$ cat config.mk
export PLATFORM = sky130hd
export DESIGN_NAME = leo_front_flat
export DESIGN_NICKNAME = d
export VERILOG_FILES = /design/src/hdl/leo_pkg.sv /design/src/hdl/leo_ifs.sv /design/src/hdl/leo_front.sv /design/src/flat_wrapper.sv
export SDC_FILE = /design/constraint.sdc
export NUM_CORES = 1
export LEC_CHECK = 0
export BUFFER_PORTS_ARGS = -buffer_cell sky130_fd_sc_hd__buf_2
export CELL_PAD_IN_SITES_DETAIL_PLACEMENT = 1
export CELL_PAD_IN_SITES_GLOBAL_PLACEMENT = 2
export CORE_ASPECT_RATIO = 2
export CORE_MARGIN = 10
export CORE_UTILIZATION = 37
export CTS_CLUSTER_DIAMETER = 80
export DETAILED_ROUTE_END_ITERATION = 8
export PLACE_DENSITY_LB_ADDON = 0.1
export SYNTH_ARGS = -nofsm -noshare
export SYNTH_HDL_FRONTEND = slang
export SYNTH_SLANG_ARGS = --single-unit
$ cat constraint.sdc
create_clock -name clk -period 12.2 [get_ports clk]
set_clock_uncertainty 0.1 [all_clocks]
set_input_delay 2.44 -clock clk [delete_from_list [all_inputs] [get_ports clk]]
set_output_delay 2.44 -clock clk [all_outputs]
set_load 0.02 [all_outputs]
$ cat src/hdl/leo_pkg.sv
// shared types, constants and a helper function of the latency offset estimator
`timescale 1ns / 1ps

package leo_pkg;

	// default fraction bits of the smoothed values
	localparam int FRAC_BITS_DEF = 16;
	// default depth of the queue between front and back
	localparam int QUEUE_DEPTH_DEF = 8;
	// records that can sit in the front pipeline beyond the one being accepted
	localparam int FRONT_INFLIGHT = 2;

	// alpha is unsigned Q0.16
	localparam int ALPHA_FRAC = 16;

	localparam int CFG_INDEX_W = 2;
	localparam int CFG_DATA_W  = 32;

	localparam logic [31:0] RTT_LIMIT_RESET = 32'd500000000;
	localparam logic [31:0] OUTLIER_RESET   = 32'd10000000;
	localparam logic [15:0] ALPHA_RESET     = 16'd6554;

	typedef enum logic [CFG_INDEX_W-1:0] {
		REG_RTT_LIMIT = 2'd0,
		REG_OUTLIER   = 2'd1,
		REG_ALPHA     = 2'd2
	} cfg_reg_t;

	typedef struct packed {
		logic [31:0] rtt_limit_ns;
		logic [31:0] offset_outlier_ns;
		logic [15:0] alpha_q16;
	} cfg_t;

	// one classified record handed from front to back
	typedef struct packed {
		logic [31:0]        seq;
		logic [31:0]        rtt;
		logic signed [63:0] up;
		logic signed [63:0] down;
		logic signed [63:0] offset;
		logic [63:0]        arrival;
	} qentry_t;

	typedef struct packed {
		logic head_valid;
		logic room;
	} q_status_t;

	typedef enum logic [2:0] {
		BK_CHECK,
		BK_MUL_LO,
		BK_MUL_HI,
		BK_SUM,
		BK_WRITE
	} back_state_t;

	// saturate a 66-bit signed value to signed 64 bits
	function automatic logic signed [63:0] sat64(input logic signed [65:0] v);
		logic signed [63:0] r;
		if (v[65:63] == 3'b000 || v[65:63] == 3'b111) begin
			r = v[63:0];
		end else if (v[65]) begin
			r = {1'b1, {63{1'b0}}};
		end else begin
			r = {1'b0, {63{1'b1}}};
		end
		return r;
	endfunction

endpackage

$ cat src/hdl/leo_ifs.sv
// channel interfaces of the latency offset estimator
`timescale 1ns / 1ps

interface leo_pong_if;
	logic        valid;
	logic        ready;
	logic [31:0] seq_num;
	logic [63:0] client_time_ns;
	logic [63:0] server_time_ns;
	logic [63:0] arrival_time_ns;

	modport source (
		output valid, seq_num, client_time_ns, server_time_ns, arrival_time_ns,
		input  ready
	);
	modport sink (
		input  valid, seq_num, client_time_ns, server_time_ns, arrival_time_ns,
		output ready
	);
endinterface


$ cat src/hdl/leo_front.sv
// front end: duplicate filter, round-trip check and delay arithmetic
`timescale 1ns / 1ps

module leo_front (
	input  logic               clk,
	input  logic               arst_n,
	leo_pong_if.sink           pong,
	input  leo_pkg::cfg_t      cfg,
	input  leo_pkg::q_status_t qstat,
	output logic               push,
	output leo_pkg::qentry_t   push_data
);
	import leo_pkg::*;

	logic        acc;
	logic        dup;
	logic [31:0] last_seq_q;
	logic        seq_seen_q;

	logic        v_s1;
	logic [31:0] seq_s1;
	logic [63:0] client_s1;
	logic [63:0] server_s1;
	logic [63:0] arrival_s1;

	logic [64:0]        rtt_diff;
	logic               rtt_ok;
	logic signed [63:0] up;
	logic signed [63:0] down;

	logic               v_s2;
	logic [31:0]        seq_s2;
	logic [31:0]        rtt_s2;
	logic signed [63:0] up_s2;
	logic signed [63:0] down_s2;
	logic [63:0]        arrival_s2;

	// queue room already accounts for records still in this pipeline
	assign pong.ready = qstat.room;
	assign acc        = pong.valid && pong.ready;
	assign dup        = seq_seen_q && (pong.seq_num <= last_seq_q);

	always_ff @(posedge clk or negedge arst_n) begin
		if (!arst_n) begin
			last_seq_q <= '0;
			seq_seen_q <= 1'b0;
			v_s1       <= 1'b0;
			v_s2       <= 1'b0;
		end else begin
			if (acc && !dup) begin
				last_seq_q <= pong.seq_num;
				seq_seen_q <= 1'b1;
			end
			v_s1 <= acc && !dup;
			v_s2 <= v_s1 && rtt_ok;
		end
	end

	// stage 1: round trip and one-way delays
	assign rtt_diff = {1'b0, arrival_s1} - {1'b0, client_s1};
	assign rtt_ok   = !rtt_diff[64] && (rtt_diff[63:0] <= {32'b0, cfg.rtt_limit_ns});
	assign up       = sat64($signed({2'b00, server_s1}) - $signed({2'b00, client_s1}));
	assign down     = sat64($signed({2'b00, arrival_s1}) - $signed({2'b00, server_s1}));

	always_ff @(posedge clk) begin
		if (acc && !dup) begin
			seq_s1     <= pong.seq_num;
			client_s1  <= pong.client_time_ns;
			server_s1  <= pong.server_time_ns;
			arrival_s1 <= pong.arrival_time_ns;
		end
		seq_s2     <= seq_s1;
		rtt_s2     <= rtt_diff[31:0];
		up_s2      <= up;
		down_s2    <= down;
		arrival_s2 <= arrival_s1;
	end

	// stage 2: offset is uplink minus half the round trip
	assign push             = v_s2;
	assign push_data.seq    = seq_s2;
	assign push_data.rtt    = rtt_s2;
	assign push_data.up     = up_s2;
	assign push_data.down   = down_s2;
	assign push_data.offset = sat64(66'(up_s2) - $signed({35'b0, rtt_s2[31:1]}));
	assign push_data.arrival = arrival_s2;

endmodule

$ cat src/flat_wrapper.sv
// flat-port wrapper written by rule: the top's interface ports become plain ports
module leo_front_flat import leo_pkg::*;
  (clk, arst_n, cfg, qstat, push, push_data, pong_valid, pong_seq_num, pong_client_time_ns, pong_server_time_ns, pong_arrival_time_ns, pong_ready);
  leo_pong_if pong_i ();
  input  logic clk;
  input  logic arst_n;
  input  leo_pkg::cfg_t cfg;
  input  leo_pkg::q_status_t qstat;
  output logic push;
  output leo_pkg::qentry_t push_data;
  input wire logic [$bits(pong_i.valid)-1:0] pong_valid;
  input wire logic [$bits(pong_i.seq_num)-1:0] pong_seq_num;
  input wire logic [$bits(pong_i.client_time_ns)-1:0] pong_client_time_ns;
  input wire logic [$bits(pong_i.server_time_ns)-1:0] pong_server_time_ns;
  input wire logic [$bits(pong_i.arrival_time_ns)-1:0] pong_arrival_time_ns;
  output wire logic [$bits(pong_i.ready)-1:0] pong_ready;
  assign pong_i.valid = pong_valid;
  assign pong_i.seq_num = pong_seq_num;
  assign pong_i.client_time_ns = pong_client_time_ns;
  assign pong_i.server_time_ns = pong_server_time_ns;
  assign pong_i.arrival_time_ns = pong_arrival_time_ns;
  assign pong_ready = pong_i.ready;
  leo_front u_core (.clk(clk), .arst_n(arst_n), .pong(pong_i), .cfg(cfg), .qstat(qstat), .push(push), .push_data(push_data));
endmodule
# [Word level (Yosys, flattened, before mapping)]
# Cells that the tools add are included.
[totals] rom_bits=0 reg_bits=515 latchBits=0 ramBits=0 n_memories=0 input_bits=309 word_cells=41
[op_classes] magnitude_cmp=2 div=0 shift=0 multipliers=0 muxes=6 n_eq_ne=3 addsub=4 reduce_logical=13 bitwise_logic=0
[ops] operator="2-to-1 mux 64 bit" count=6
[ops] operator="subtractor 64 x 64 -> 65 bit" count=3
[ops] operator="subtractor 64 x 32 -> 65 bit" count=1
[ops] operator="less-or-equal comparator 64 x 32 -> 1 bit" count=1
[ops] operator="less-or-equal comparator 32 bit" count=1
[ops] operator="== test 3 bit (second input constant)" count=3
[ops] operator="zero test 3 bit" count=3
[ops] operator="logical AND 1 bit" count=5
[ops] operator="logical OR 1 bit" count=3
[ops] operator="zero test 1 bit" count=2

# [Depth between registers and ports, before layout]
# Gate-level depths: netlist of run 1.
[logic_depth] depth_word=4 ltp_mapped=25

# [Worst setup path after synthesis of run 1]
# OpenSTA, ideal clock, no wires.
[synth_path] path_type="input to register" startpoint="input pong_seq_num[17]" endpoint="register u_core.v_s1" required_ns=11.502 path_slack_ns=3.090 arrival_time_ns=8.413 path_stages=13 setup_time_ns=0.598 path_cell_list="ha_1 > a21o_1 > a21o_1 > a21o_1 > a21oi_1 > nor2b_1 > o21ai_0 > nand2b_1 > a21oi_1 > o311ai_0 > o21ai_1 > clkbuf_1 > inv_1"
[synth_via] elab_chain_len=4
[synth_lines] item="from (decl)" line_no="flat_wrapper.sv:12" text="input wire logic [$bits(pong_i.seq_num)-1:0] pong_seq_num;"
[synth_lines] item="less-or-equal comparator 32 bit" line_no="leo_front.sv:41" text="assign dup = seq_seen_q && (pong.seq_num <= last_seq_q);"
[synth_lines] item="logical AND 1 bit" line_no="leo_front.sv:41"
[synth_lines] item="zero test 1 bit" line_no="leo_front.sv:54" text="v_s1 <= acc && !dup;"
[synth_lines] item="logical AND 1 bit" line_no="leo_front.sv:54"
[synth_lines] item="to (signal assigned)" line_no="leo_front.sv:54"
[synth_lines] item="to (decl)" line_no="leo_front.sv:20" text="logic v_s1;"
# No other way between the ends.
# A chain may end at the register's enable or synchronous reset.

==> results.txt, run 1 <==
Clock tree synthesis inserted a total of 50 buffers. The worst hold path begins at u_core.seq_s1[22]. The final count of pins violating max slew is 0.

The worst hold path belongs to the class reg2reg. Across all register-to-register paths, the minimum setup slack is 4530 ps. The critical path capture point type is an output pin. The final setup TNS is 0 ps. In this run the count of I/O pins placed on the die edge is between 600 and 700. The worst setup path is of the reg2out kind. For hold timing, the worst endpoint is u_core.seq_s2[22]. The clock root buffer master is clkbuf_16. The detail-routed net length per standard cell is between 20 and 30 µm. In this run the static leakage power is ~0.016 µW. The synthesized area divided by synthesized cell count is between 9 and 10 µm². In the synthesized netlist the dominant register cell turns out to be dfxtp_1. The maximum number of pins on one net before global-route repair is approximately 140. The number of cell instances on the worst register-to-register path is 22. The slew of the pin with the lowest slew margin is 1030 ps.

At the end of routability-driven placement, the weighted congestion stood at approximately 0.96. Together, buffers and inverters on the worst path number 3. The count of buffers added on input and output ports is 581.

The period utilization came out at 0.649. No sink is reached through more buffers than the 3 on the longest clock path. The die is between 200 and 250 µm wide. The relative max-transition margin came out at 0.310. The design draws slightly below 9000 µW.

The first-pass GRT wire length is 195000 µm. The setup slack at placement came out at approximately 4700 ps. The most critical setup path has its startpoint at u_core.rtt_s2[2]. The cell count of the worst hold path came out at 0. The number of synthesized register bits came out at 515. The count of maximum capacitance violations is 0. The count of flip-flops with a built-in enable after synthesis is 224. For this run, design rule violations remaining after detail routing come to 0. The worst path arrival time is 5380 ps. The first detailed-routing pass ran for 5 iterations. The slack of the critical path came out at about 4300 ps. TritonCTS built the clock tree. Measured along the y axis, the die boundary spans between 400 and 500 µm. Across the whole layout, storage elements account for between 10000 and 15000 µm².

The HPWL after detailed placement came out at 115000 µm. After clock tree synthesis, the clock-pin slew on the worst setup and hold paths is approximately 70 ps. The number of nets handed over by synthesis was 3808. The global routing usage summed across all routing layers came out at 0.276. The cell count after placement came out at roughly 4.7k.

The initialized floorplan defines ~150 standard-cell rows. The area of the die is between 90000 and 100000 µm². The post-cts repair resize count came out at 0. In this run the power density over the cells is around 250 nW/µm². The sequential share of the synthesized area came out at 0.420.

The placeable core area came out at between 80000 and 90000 µm². The final antenna-violating net count came out at 0. The clock sink count is ~520.

The multi-input combinational cells in the finished layout cover a total of about 16000 µm². The quantity of hold-fixing buffers added after cts came out at 0. Counting flops with an async set or reset pin after synthesis yields a share of 0.0680. The worst setup path is launched from a flip-flop.

After technology mapping, the gate count stands at ~3.2k. The count of warnings emitted by yosys is 0. The routed via count divided by cell count is 5.61. The library cell used most frequently in the layout, excluding fill and tap cells, is buf_2. STA puts the critical path data required time at slightly below 10000 ps. The achievable clock frequency came out at 0.126 GHz.

The share of cells above drive strength 1 is 0.199. The count of non-filler cells in the finished layout is about 4.8k. The mapped cell area came out at around 30000 µm².

Post-CTS timing repair inserted 0 buffers for setup. The critical path's largest stage delay came out at around 550 ps. The dominant delay contributor by cell family on the critical path is compound AO/OA/AOI/OAI gates. The via count of the first global-routing pass was 29.7k.

Setup repair after global routing left no endpoint under its margin. The filler cells instantiated in the layout total between 9k and 10k. The later-pin clock latency in the skew report came out at between 600 and 700 ps. The layout overhead on the synthesized area is 18.3%. The detailed-route via count came out at ~27k. The run finished with clean final reports.

The number of antenna violations at the first check in global routing came out at 36. The critical register-to-register path endpoint is u_core.push. The highest net fanout along the worst path is 61.

The number of failing setup endpoints in the final timing report is 0. The number of different library cells in the post-synthesis netlist came out at between 100 and 150. The final layout contains routed wiring with a total length of between 100000 and 150000 µm. The number of design-rule violations left by the first detailed-router iteration is 1418.

The critical path goes through inv_1, ha_1, nor2b_1, o21a_1, o21ai_0, a41oi_1, a311oi_1, o41a_1, o31ai_2, a31oi_2, and2_1, xnor2_1, nor3_4, buf_4, o31ai_1, buf_2. The starting density of the core is 0.372. The total count of hold-check failures in the final report came out at 0. In the layout the commonest cells are 581 x buf_2, 344 x a21oi_1, 287 x ha_1. The cell with the largest stage delay on the worst path is o41a_1. The startpoint of the worst-slack reg-to-reg timing path is u_core.arrival_s1[1]. The final layout contains approximately 4.3k nets. The H-tree depth came out at 2. The final period demand of the worst path came out at between 7000 and 8000 ps.

The residual overflow from global routing is 0. The worst-case IR drop observed on VDD is between 0.15 and 0.2 mV.
==> worst max path at each step <==
| stage | endpoint | cells after the start | slack (ps) |
|---|---|---|---|
| 6_report | push_data[84] | 16 | 4280 |
| 5_1_grt | push_data[101] | 16 | 3980 |
| 4_1_cts | push_data[84] | 16 | 4290 |
| 3_5_place_dp | u_core.push | 22 | 4720 |
| 3_3_place_gp | u_core.push | 22 | 5020 |
| 2_1_floorplan | u_core.v_s1 | 13 | 3090 |
==> per-stage QoR <==
step / hold WS [ps] / cell area, µm² / utilization
final: 245 / 35800 / 0.441
after global routing: 249 / 35800 / 0.440
after CTS: 244 / 35800 / 0.440
after detailed placement: 229 / 34100 / 0.419
after global placement: 225 / 34100 / 0.419
after floorplan: 223 / 30300 / -
==> final cells by class <==
class,count,area share
Sequential cell,515,0.355
Clock buffer,70,0.0390
Antenna cell,14,0.000978
Inverter,277,0.0292
Multi-Input combinational cell,2293,0.447
Tap cell,1050,0.0367
Clock inverter,24,0.00877
Timing Repair Buffer,591,0.0833
==> power by group <==
group          total [µW]  switching (µW)  internal (µW)
Combinational        4530            2980           1560
Clock                1640             755            887
Sequential           2610             339           2270
==> sequential cells by signal (all words and copies together), names as in the netlist <==
register           count
u_core.server_s1      64
u_core.down_s2        64
u_core.up_s2          64
u_core.rtt_s2         32
u_core.v_s1            1
u_core.last_seq_q     32
u_core.arrival_s1     64
u_core.arrival_s2     64
u_core.seq_s1         32
u_core.client_s1      64
u_core.seq_seen_q      1
u_core.seq_s2         32
u_core.push            1
==> logic make-up (layout without fill, tap and decap cells) <==
logic type / count (synthesis) / in the layout / share of synthesized area
muxes: 36 / 36 / 0.0132
buffers and inverters: 400 / 962 / 0.0523
DFF: 515 / 515 / 0.420
adders and majority gates: 298 / 298 / 0.124
AOI/OAI and AO/OA: 1013 / 1013 / 0.208
and+or+nand+nor: 730 / 730 / 0.120
other: 0 / 14 / 0
xor gates and xnor gates: 216 / 216 / 0.0625
==> metal layers <==
metal	vias to the layer above	global-route usage	share of wire
met5	-	0	0.0013
met4	26	0.214	0.088
met3	335	0.0513	0.052
met2	853	0.540	0.55
met1	13200	0.240	0.31
li1	12700	-	-
==> Yosys cell counts, types with 19 or more instances <==
library cell / number / share of area
ha_1: 287 / 0.12
a211oi_1: 22 / 0.0055
edfxtp_1: 224 / 0.22
o21a_1: 33 / 0.0082
dfrtp_1: 35 / 0.029
xor2_1: 89 / 0.026
nand4_1: 66 / 0.014
dfxtp_1: 256 / 0.17
a21o_1: 105 / 0.026
nor2b_1: 35 / 0.0072
a21oi_1: 344 / 0.057
o21bai_1: 36 / 0.0089
or3_1: 20 / 0.0041
mux2_2: 31 / 0.012
nand2_1: 219 / 0.027
nor2_1: 152 / 0.019
a31oi_1: 31 / 0.0064
clkbuf_1: 91 / 0.011
o21ai_0: 255 / 0.042
nand2b_1: 38 / 0.0079
nand3_1: 62 / 0.010
inv_1: 276 / 0.034
o31ai_1: 19 / 0.0047
nor3_1: 39 / 0.0064
xnor2_1: 127 / 0.037
No activity file was read; power rests on OpenSTA's default activity.
==> run 2, diff against run 1 <==
Settings changed: CORE_UTILIZATION 37 to 31.
Clock period 12.2 ns to 6.4 ns, I/O delays scaled along.
==> results.txt, run 2 (synthesis gave the netlist of run 1 again) <==
Outcome: completed (unchanged). The commonest non-fill, non-tap cell in the layout was buf_2 (unchanged). The net count of the finished layout came out at 4381 (was 4328).

The TritonCTS clock tree is yes (unchanged). The number of top-level pins came out at 631 (unchanged). The power per cell area is 466 nW/µm² (was 245 nW/µm²). Unrepaired setup endpoints after global routing: yes (was no). The number of failing setup endpoints in the final timing report is 0 (unchanged). The worst-case hold slack was 241 ps (was 245 ps). The number of remaining DRC errors came out at 0 (unchanged). The type of the worst min-delay path is reg2reg (unchanged). The total wire length came to 142000 µm (was 136000 µm). The count of maximum capacitance violations is 0 (unchanged). The critical path capture point type is a flip-flop (was output pin). The clock sink count is 515 (unchanged). The detail-routed net length per standard cell is 28.1 µm (about the same). The total count of hold-check failures in the final report came to 0 (unchanged).

The number of buffers inserted during clock tree synthesis is 51 (was 50). The slack of the critical path came to 211 ps (was 4280 ps). The clock root buffer master is clkbuf_16 (unchanged).

The detailed-route via count was 27.2k (was 27.1k). The final antenna-violating net count is 0 (unchanged). The share of power burned in registers is 0.291 (was 0.297). The setup slack at placement came out at -87.4 ps (was 4720 ps). Dividing the final minimum period by the clock period gives 0.967.

The placer congestion estimate came out at 0.942 (was 0.958). The clock-pin transition on the worst setup and hold timing paths is 70 ps (about the same). The cell with the largest stage delay on the worst path is or4_1 (was o41a_1). The achievable clock frequency is between 0.15 and 0.2 GHz. The worst setup path category was reg2reg (was reg2out). The residual overflow from global routing was 0 (unchanged). The via count of the first global-routing pass is 30.0k (was 29.7k). The number of design-rule violations left by the first detailed-router iteration came out at 1115 (was 1418). The total leakage power came out at 0.0162 µW (was 0.0159 µW). The switching power summed over all nets is 7990 µW (was 4070 µW). Crit-path cells: ha_1, buf_4, nand2_1, or3_1, a311o_1, o41ai_2, a31oi_1, xnor2_1, buf_4, ha_1, nand4_1, nor2_1, a22o_1, nor4_4, a22oi_2, a41o_1, a311oi_2, and4_1, nand4_1, or4_1, or4_1, nor4_2 (was inv_1, ha_1, nor2b_1, o21a_1, o21ai_0, a41oi_1, a311oi_1, o41a_1, o31ai_2, a31oi_2, and2_1, xnor2_1, nor3_4, buf_4, o31ai_1, buf_2). The share of cells above drive strength 1 came out at 0.217 (was 0.199). The first-pass iteration count of the detailed router is 6 (was 5). The worst path arrival time is 6620 ps (was 5380 ps). The die width came to 241 µm (was 222 µm). The starting density of the core came out at 0.311 (was 0.372). The relative max-transition margin is 0.313 (was 0.310).

The final count of pins violating max slew came out at 0 (unchanged). The clock group share of total power is 0.181 (was 0.187). Most frequent cells in the layout: 581 x buf_2, 341 x a21oi_1, 286 x ha_1 (was 581 x buf_2, 344 x a21oi_1, 287 x ha_1). The share of the core filled with cells is 0.377 (was 0.441). The worst IR drop on VDD was 0.253 mV (was 0.165 mV). The maximum number of pins on one net before global-route repair was 103 (was 138). The maximum buffer depth of the clock tree was 3 (unchanged).

The first-pass GRT wire length came out at 203000 µm (was 195000 µm). The placeable core area is 97300 µm² (was 81300 µm²). The global routing usage summed across all routing layers came out at 0.250 (was 0.276). The area of the die is 111000 µm² (was 94300 µm²). The final period demand of the worst path is between 6000 and 7000 ps. The critical path launch point type is a flip-flop (unchanged). The number of buffers inserted by port buffering came out at 581 (unchanged). The routed via count divided by cell count came out at 5.37 (was 5.61). The number of rows in the core area came out at 162 (was 148).

The layout overhead on the synthesized area came out at 21.1% (was 18.3%). The share of total power consumed by net switching is 0.468 (was 0.464). The dominant delay contributor by cell family on the critical path is simple AND/OR/NAND/NOR gates (was compound AO/OA/AOI/OAI gates). The critical path's largest stage delay is 540 ps (was 550 ps).

The HPWL after detailed placement came out at 122000 µm (was 115000 µm). The slew of the pin with the lowest slew margin is 1030 ps (about the same). The number of buffers and inverters on the critical path came out at 2 (was 3). The die height came out at 462 µm (was 425 µm). The internal power component came to 9090 µW (was 4710 µW). The highest net fanout along the worst path was 4 (was 61).

The data required time at the worst endpoint is 6830 ps (was 9660 ps). The number of antenna violations at the first check in global routing is 37 (was 36). The combinational group share of total power is 0.527 (was 0.516). The H-tree depth is 2 (unchanged). The later-pin clock latency in the skew report is 680 ps (was 670 ps).
run 2: cell types whose count changed in the layout (fill, tap and decap cells not counted), sizes merged, moves of 3 or more:
cell,change
inv,-3
clkbuf,-3
clkinv,+8
diode,-3
buf,+52
run 2: power groups by stage:
| stage | Combinational, µW | Clock [µW] | Sequential [µW] |
|---|---|---|---|
| final | 9000 | 3100 | 4980 |
| after global routing | 9830 | 3320 | 5070 |
| after CTS | 9090 | 3200 | 5010 |
| after detailed placement | 9020 | 0 | 5070 |
| after global placement | 8910 | 0 | 5060 |
| after floorplan | 4950 | 0 | 5460 |
run 2: per-layer routing:
metal / vias up / routed length, µm / track usage
met5: - / 271 / 0
met4: 44 / 11900 / 0.186
met3: 347 / 8020 / 0.0519
met2: 869 / 75900 / 0.476
met1: 13200 / 46200 / 0.226
li1: 12800 / - / -
run 2: cell type report:
class | instances | area, µm²
Fill cell | 11300 | 60600
Antenna cell | 11 | 27.5
Clock buffer | 67 | 1440
Timing Repair Buffer | 643 | 3450
Multi-Input combinational cell | 2293 | 16200
Tap cell | 1230 | 1540
Sequential cell | 515 | 12700
Clock inverter | 29 | 279
Inverter | 277 | 1040
run 2: final timing paths:
| path | from | cells past startpoint | slack, ps | end |
|---|---|---|---|---|
| max in group asynchronous | arst_n | 1 | 4820 | u_core.push |
| worst min-delay path | u_core.seq_s1[24] | 0 | 240 | u_core.seq_s2[24] |
| worst min register to register | u_core.seq_s1[24] | 0 | 240 | u_core.seq_s2[24] |
| worst max register to register | u_core.arrival_s1[14] | 22 | 210 | u_core.push |
| worst max-delay path | u_core.arrival_s1[14] | 22 | 210 | u_core.push |
| min in group asynchronous | arst_n | 1 | 670 | u_core.last_seq_q[3] |
run 2: stage by stage:
stage	TNS [ps]	cell area (µm²)	power [µW]	std cells
global route	-63.9	36600	18200	5054
global placement	0	34700	14000	4956
CTS	0	36500	17300	5052
finish	0	36700	17100	5065
detailed placement	-87.4	34700	14100	4956
floorplan	-145330	30300	10400	3208
run 2: timing repair:
| item | CTS | global route |
|---|---|---|
| cloned | 0 | 0 |
| resized for setup | 7 | 19 |
| hold buffers | 0 | 0 |
| pin swaps | 0 | 10 |
| endpoints found under the setup margin | 12 | 62 |
| setup buffers | 0 | 2 |
==> run 3, diff against run 2 <==
Settings changed: CORE_UTILIZATION 31 to 32, CTS_BUF_LIST from default to sky130_fd_sc_hd__clkbuf_8.
==> results.txt, run 3 (synthesis gave the netlist of run 1 again) <==
Outcome: finished with violations (was completed). The final reports fail on DRC. The number of rows in the core area came out at 159 (was 162). The relative max-transition margin is 0.282 (was 0.313). The final setup TNS came out at 0 ps (unchanged). The layout overhead on the synthesized area was 22.0% (was 21.1%). The first-pass iteration count of the detailed router is 7 (was 6).

The final antenna-violating net count is 0 (unchanged). The worst path arrival time is 4780 ps (was 6620 ps). The first-pass GRT wire length is 207000 µm (was 203000 µm). The number of antenna violations at the first check in global routing came out at 32 (was 37). The final count of pins violating max slew is 0 (unchanged). Most frequent cells in the layout: 579 x buf_2, 340 x a21oi_1, 293 x inv_1 (was 581 x buf_2, 341 x a21oi_1, 286 x ha_1). The total wire length came out at 145000 µm (was 142000 µm). The met2 capacity usage during global routing came out at 0.505 (was 0.476). The number of design-rule violations left by the first detailed-router iteration is 1118 (was 1115). The total count of hold-check failures in the final report came out at 0 (unchanged).

The type of the worst min-delay path is reg2reg (unchanged). The achievable clock frequency came out at 0.162 GHz (about the same). The met3 track demand over resource came out at 0.0538 (was 0.0519). The placer congestion estimate is 0.999 (was 0.942).

The via count of the first global-routing pass is 30.6k (was 30.0k). The met1 global-route usage is 0.229 (was 0.226). The number of buffers inserted during clock tree synthesis is 81 (was 51). The share of the core filled with cells is 0.393 (was 0.377). The count of non-filler cells in the finished layout was 5121 (was 5065). The routed via count divided by cell count is 5.40 (was 5.37). The data required time at the worst endpoint is 5020 ps (was 6830 ps). The highest net fanout along the worst path is 10 (was 4). The residual overflow from global routing is 0 (unchanged).

The total leakage power came out at 0.0165 µW (was 0.0162 µW). The slack of the critical path is 243 ps (was 211 ps). The starting density of the core was 0.322 (was 0.311).

The die width was 237 µm (was 241 µm). The global routing usage summed across all routing layers is 0.262 (was 0.250). The area of the die is 108000 µm² (was 111000 µm²). The commonest non-fill, non-tap cell in the layout is buf_2 (unchanged). The slew of the pin with the lowest slew margin is 1070 ps (was 1030 ps). The detail-routed net length per standard cell is 28.4 µm (was 28.1 µm). The critical path launch point type is a flip-flop (unchanged). The placed cell area came out at 34800 µm² (was 34700 µm²). The share of cells above drive strength 1 is 0.231 (was 0.217). The number of top-level pins is 631 (unchanged). The most congested layer reported by global routing was met2 (unchanged).

The HPWL after detailed placement was 123000 µm (was 122000 µm). The critical path capture point type is an output pin (was flip-flop). The clock sink count came out at 515 (unchanged). The worst setup path category was reg2out (was reg2reg). The TritonCTS clock tree was yes (unchanged).

The H-tree depth is 3 (was 2). The die height is 455 µm (was 462 µm). The setup slack at placement is -168 ps (was -87.4 ps). The net count of the finished layout was 4434 (was 4381).

The final period demand of the worst path is 6160 ps (was 6190 ps). The number of buffers inserted by port buffering was 581 (unchanged). The cell count after placement was 4945 (was 4956). The cell area after layout came to 36900 µm² (was 36700 µm²). The clock root buffer master is clkbuf_8 (was clkbuf_16). The worst IR drop on VDD came to 0.277 mV (was 0.253 mV). The number of remaining DRC errors came out at 2 (was 0). The later-pin clock latency in the skew report came out at 770 ps (was 680 ps). The power per cell area came out at 465 nW/µm² (was 466 nW/µm²). The maximum number of pins on one net before global-route repair is 151 (was 103). The maximum buffer depth of the clock tree came to 3 (unchanged).

The count of maximum capacitance violations is 0 (unchanged). The detailed-route via count was 27.7k (was 27.2k). The number of failing setup endpoints in the final timing report came out at 0 (unchanged). The period utilization is 0.962 (was 0.967). The clock-pin transition on the worst setup and hold timing paths is 70 ps (about the same). The placeable core area is 93900 µm² (was 97300 µm²).
## run 3: changes by cell type in the layout (fill, tap and decap cells not counted), sizes merged
cell and change:
clkbuf +29, buf +22, inv +16, bufinv +5
clkinv +4, clkinvlp +2, nor3 +1
## run 3: metrics by stage
| step | total power (µW) | hold WS (ps) |
|---|---|---|
| floorplan | 10400 | 223 |
| global placement | 13900 | 225 |
| detailed placement | 14100 | 228 |
| CTS | 17300 | 244 |
| global route | 18300 | 246 |
| finish | 17200 | 242 |
## run 3: timing repair
item | in CTS | in global routing
resized for setup | 14 | 32
setup buffers | 6 | 6
endpoints found under the hold margin | 0 | 0
cloned | 1 | 0
hold buffers | 0 | 0
setup endpoints to repair | 63 | 63
pin swaps | 4 | 14
## run 3: critical path, stage by stage (launching register included)
cell and delay, ps:
dfxtp_2 380, inv_1 60, ha_1 310, nor2b_1 160, o21a_1 180, o21a_1 200
a41o_1 280, nor4_4 200, o31ai_2 150, a211o_1 330, a211o_4 370, nor3b_4 310
xnor2_4 190, nor3_4 80, buf_12 160, buf_4 140, o31ai_2 280, buf_2 230
## run 3: path summary, 6_finish.rpt
| check | startpoint | endpoint | slack [ps] | cells after the start |
|---|---|---|---|---|
| worst min register to register | u_core.seq_s1[6] | u_core.seq_s2[6] | 240 | 0 |
| max in group asynchronous | arst_n | u_core.v_s1 | 4960 | 1 |
| worst min-delay path | u_core.seq_s1[6] | u_core.seq_s2[6] | 240 | 0 |
| min in group asynchronous | arst_n | u_core.last_seq_q[15] | 590 | 1 |
| worst max-delay path | u_core.rtt_s2[3] | push_data[84] | 240 | 17 |
| worst max register to register | u_core.arrival_s1[15] | u_core.push | 330 | 21 |
## run 3: layout make-up
type                    count  area (µm²)
diodes                     11        27.5
clock buffers              96        1320
clock inverters            56         458
fillers                 11000       57000
inverters                 277        1040
multi-input cells        2294       16200
flip-flops and latches    515       12700
well taps                1207        1510
repair buffers            665        3610
## run 3: where the power goes
group / total [µW] / switching (µW) / internal, µW
sequential: 4990 / 666 / 4320
clock: 3110 / 1470 / 1630
combinational: 9070 / 5900 / 3170
total: 17200 / 8040 / 9120
## run 3: per-layer routing
metal | up-vias | part of all wire
met2 | 882 | 0.54
li1 | 12900 | -
met4 | 30 | 0.087
met5 | - | 0.0014
met3 | 364 | 0.052
met1 | 13500 | 0.32
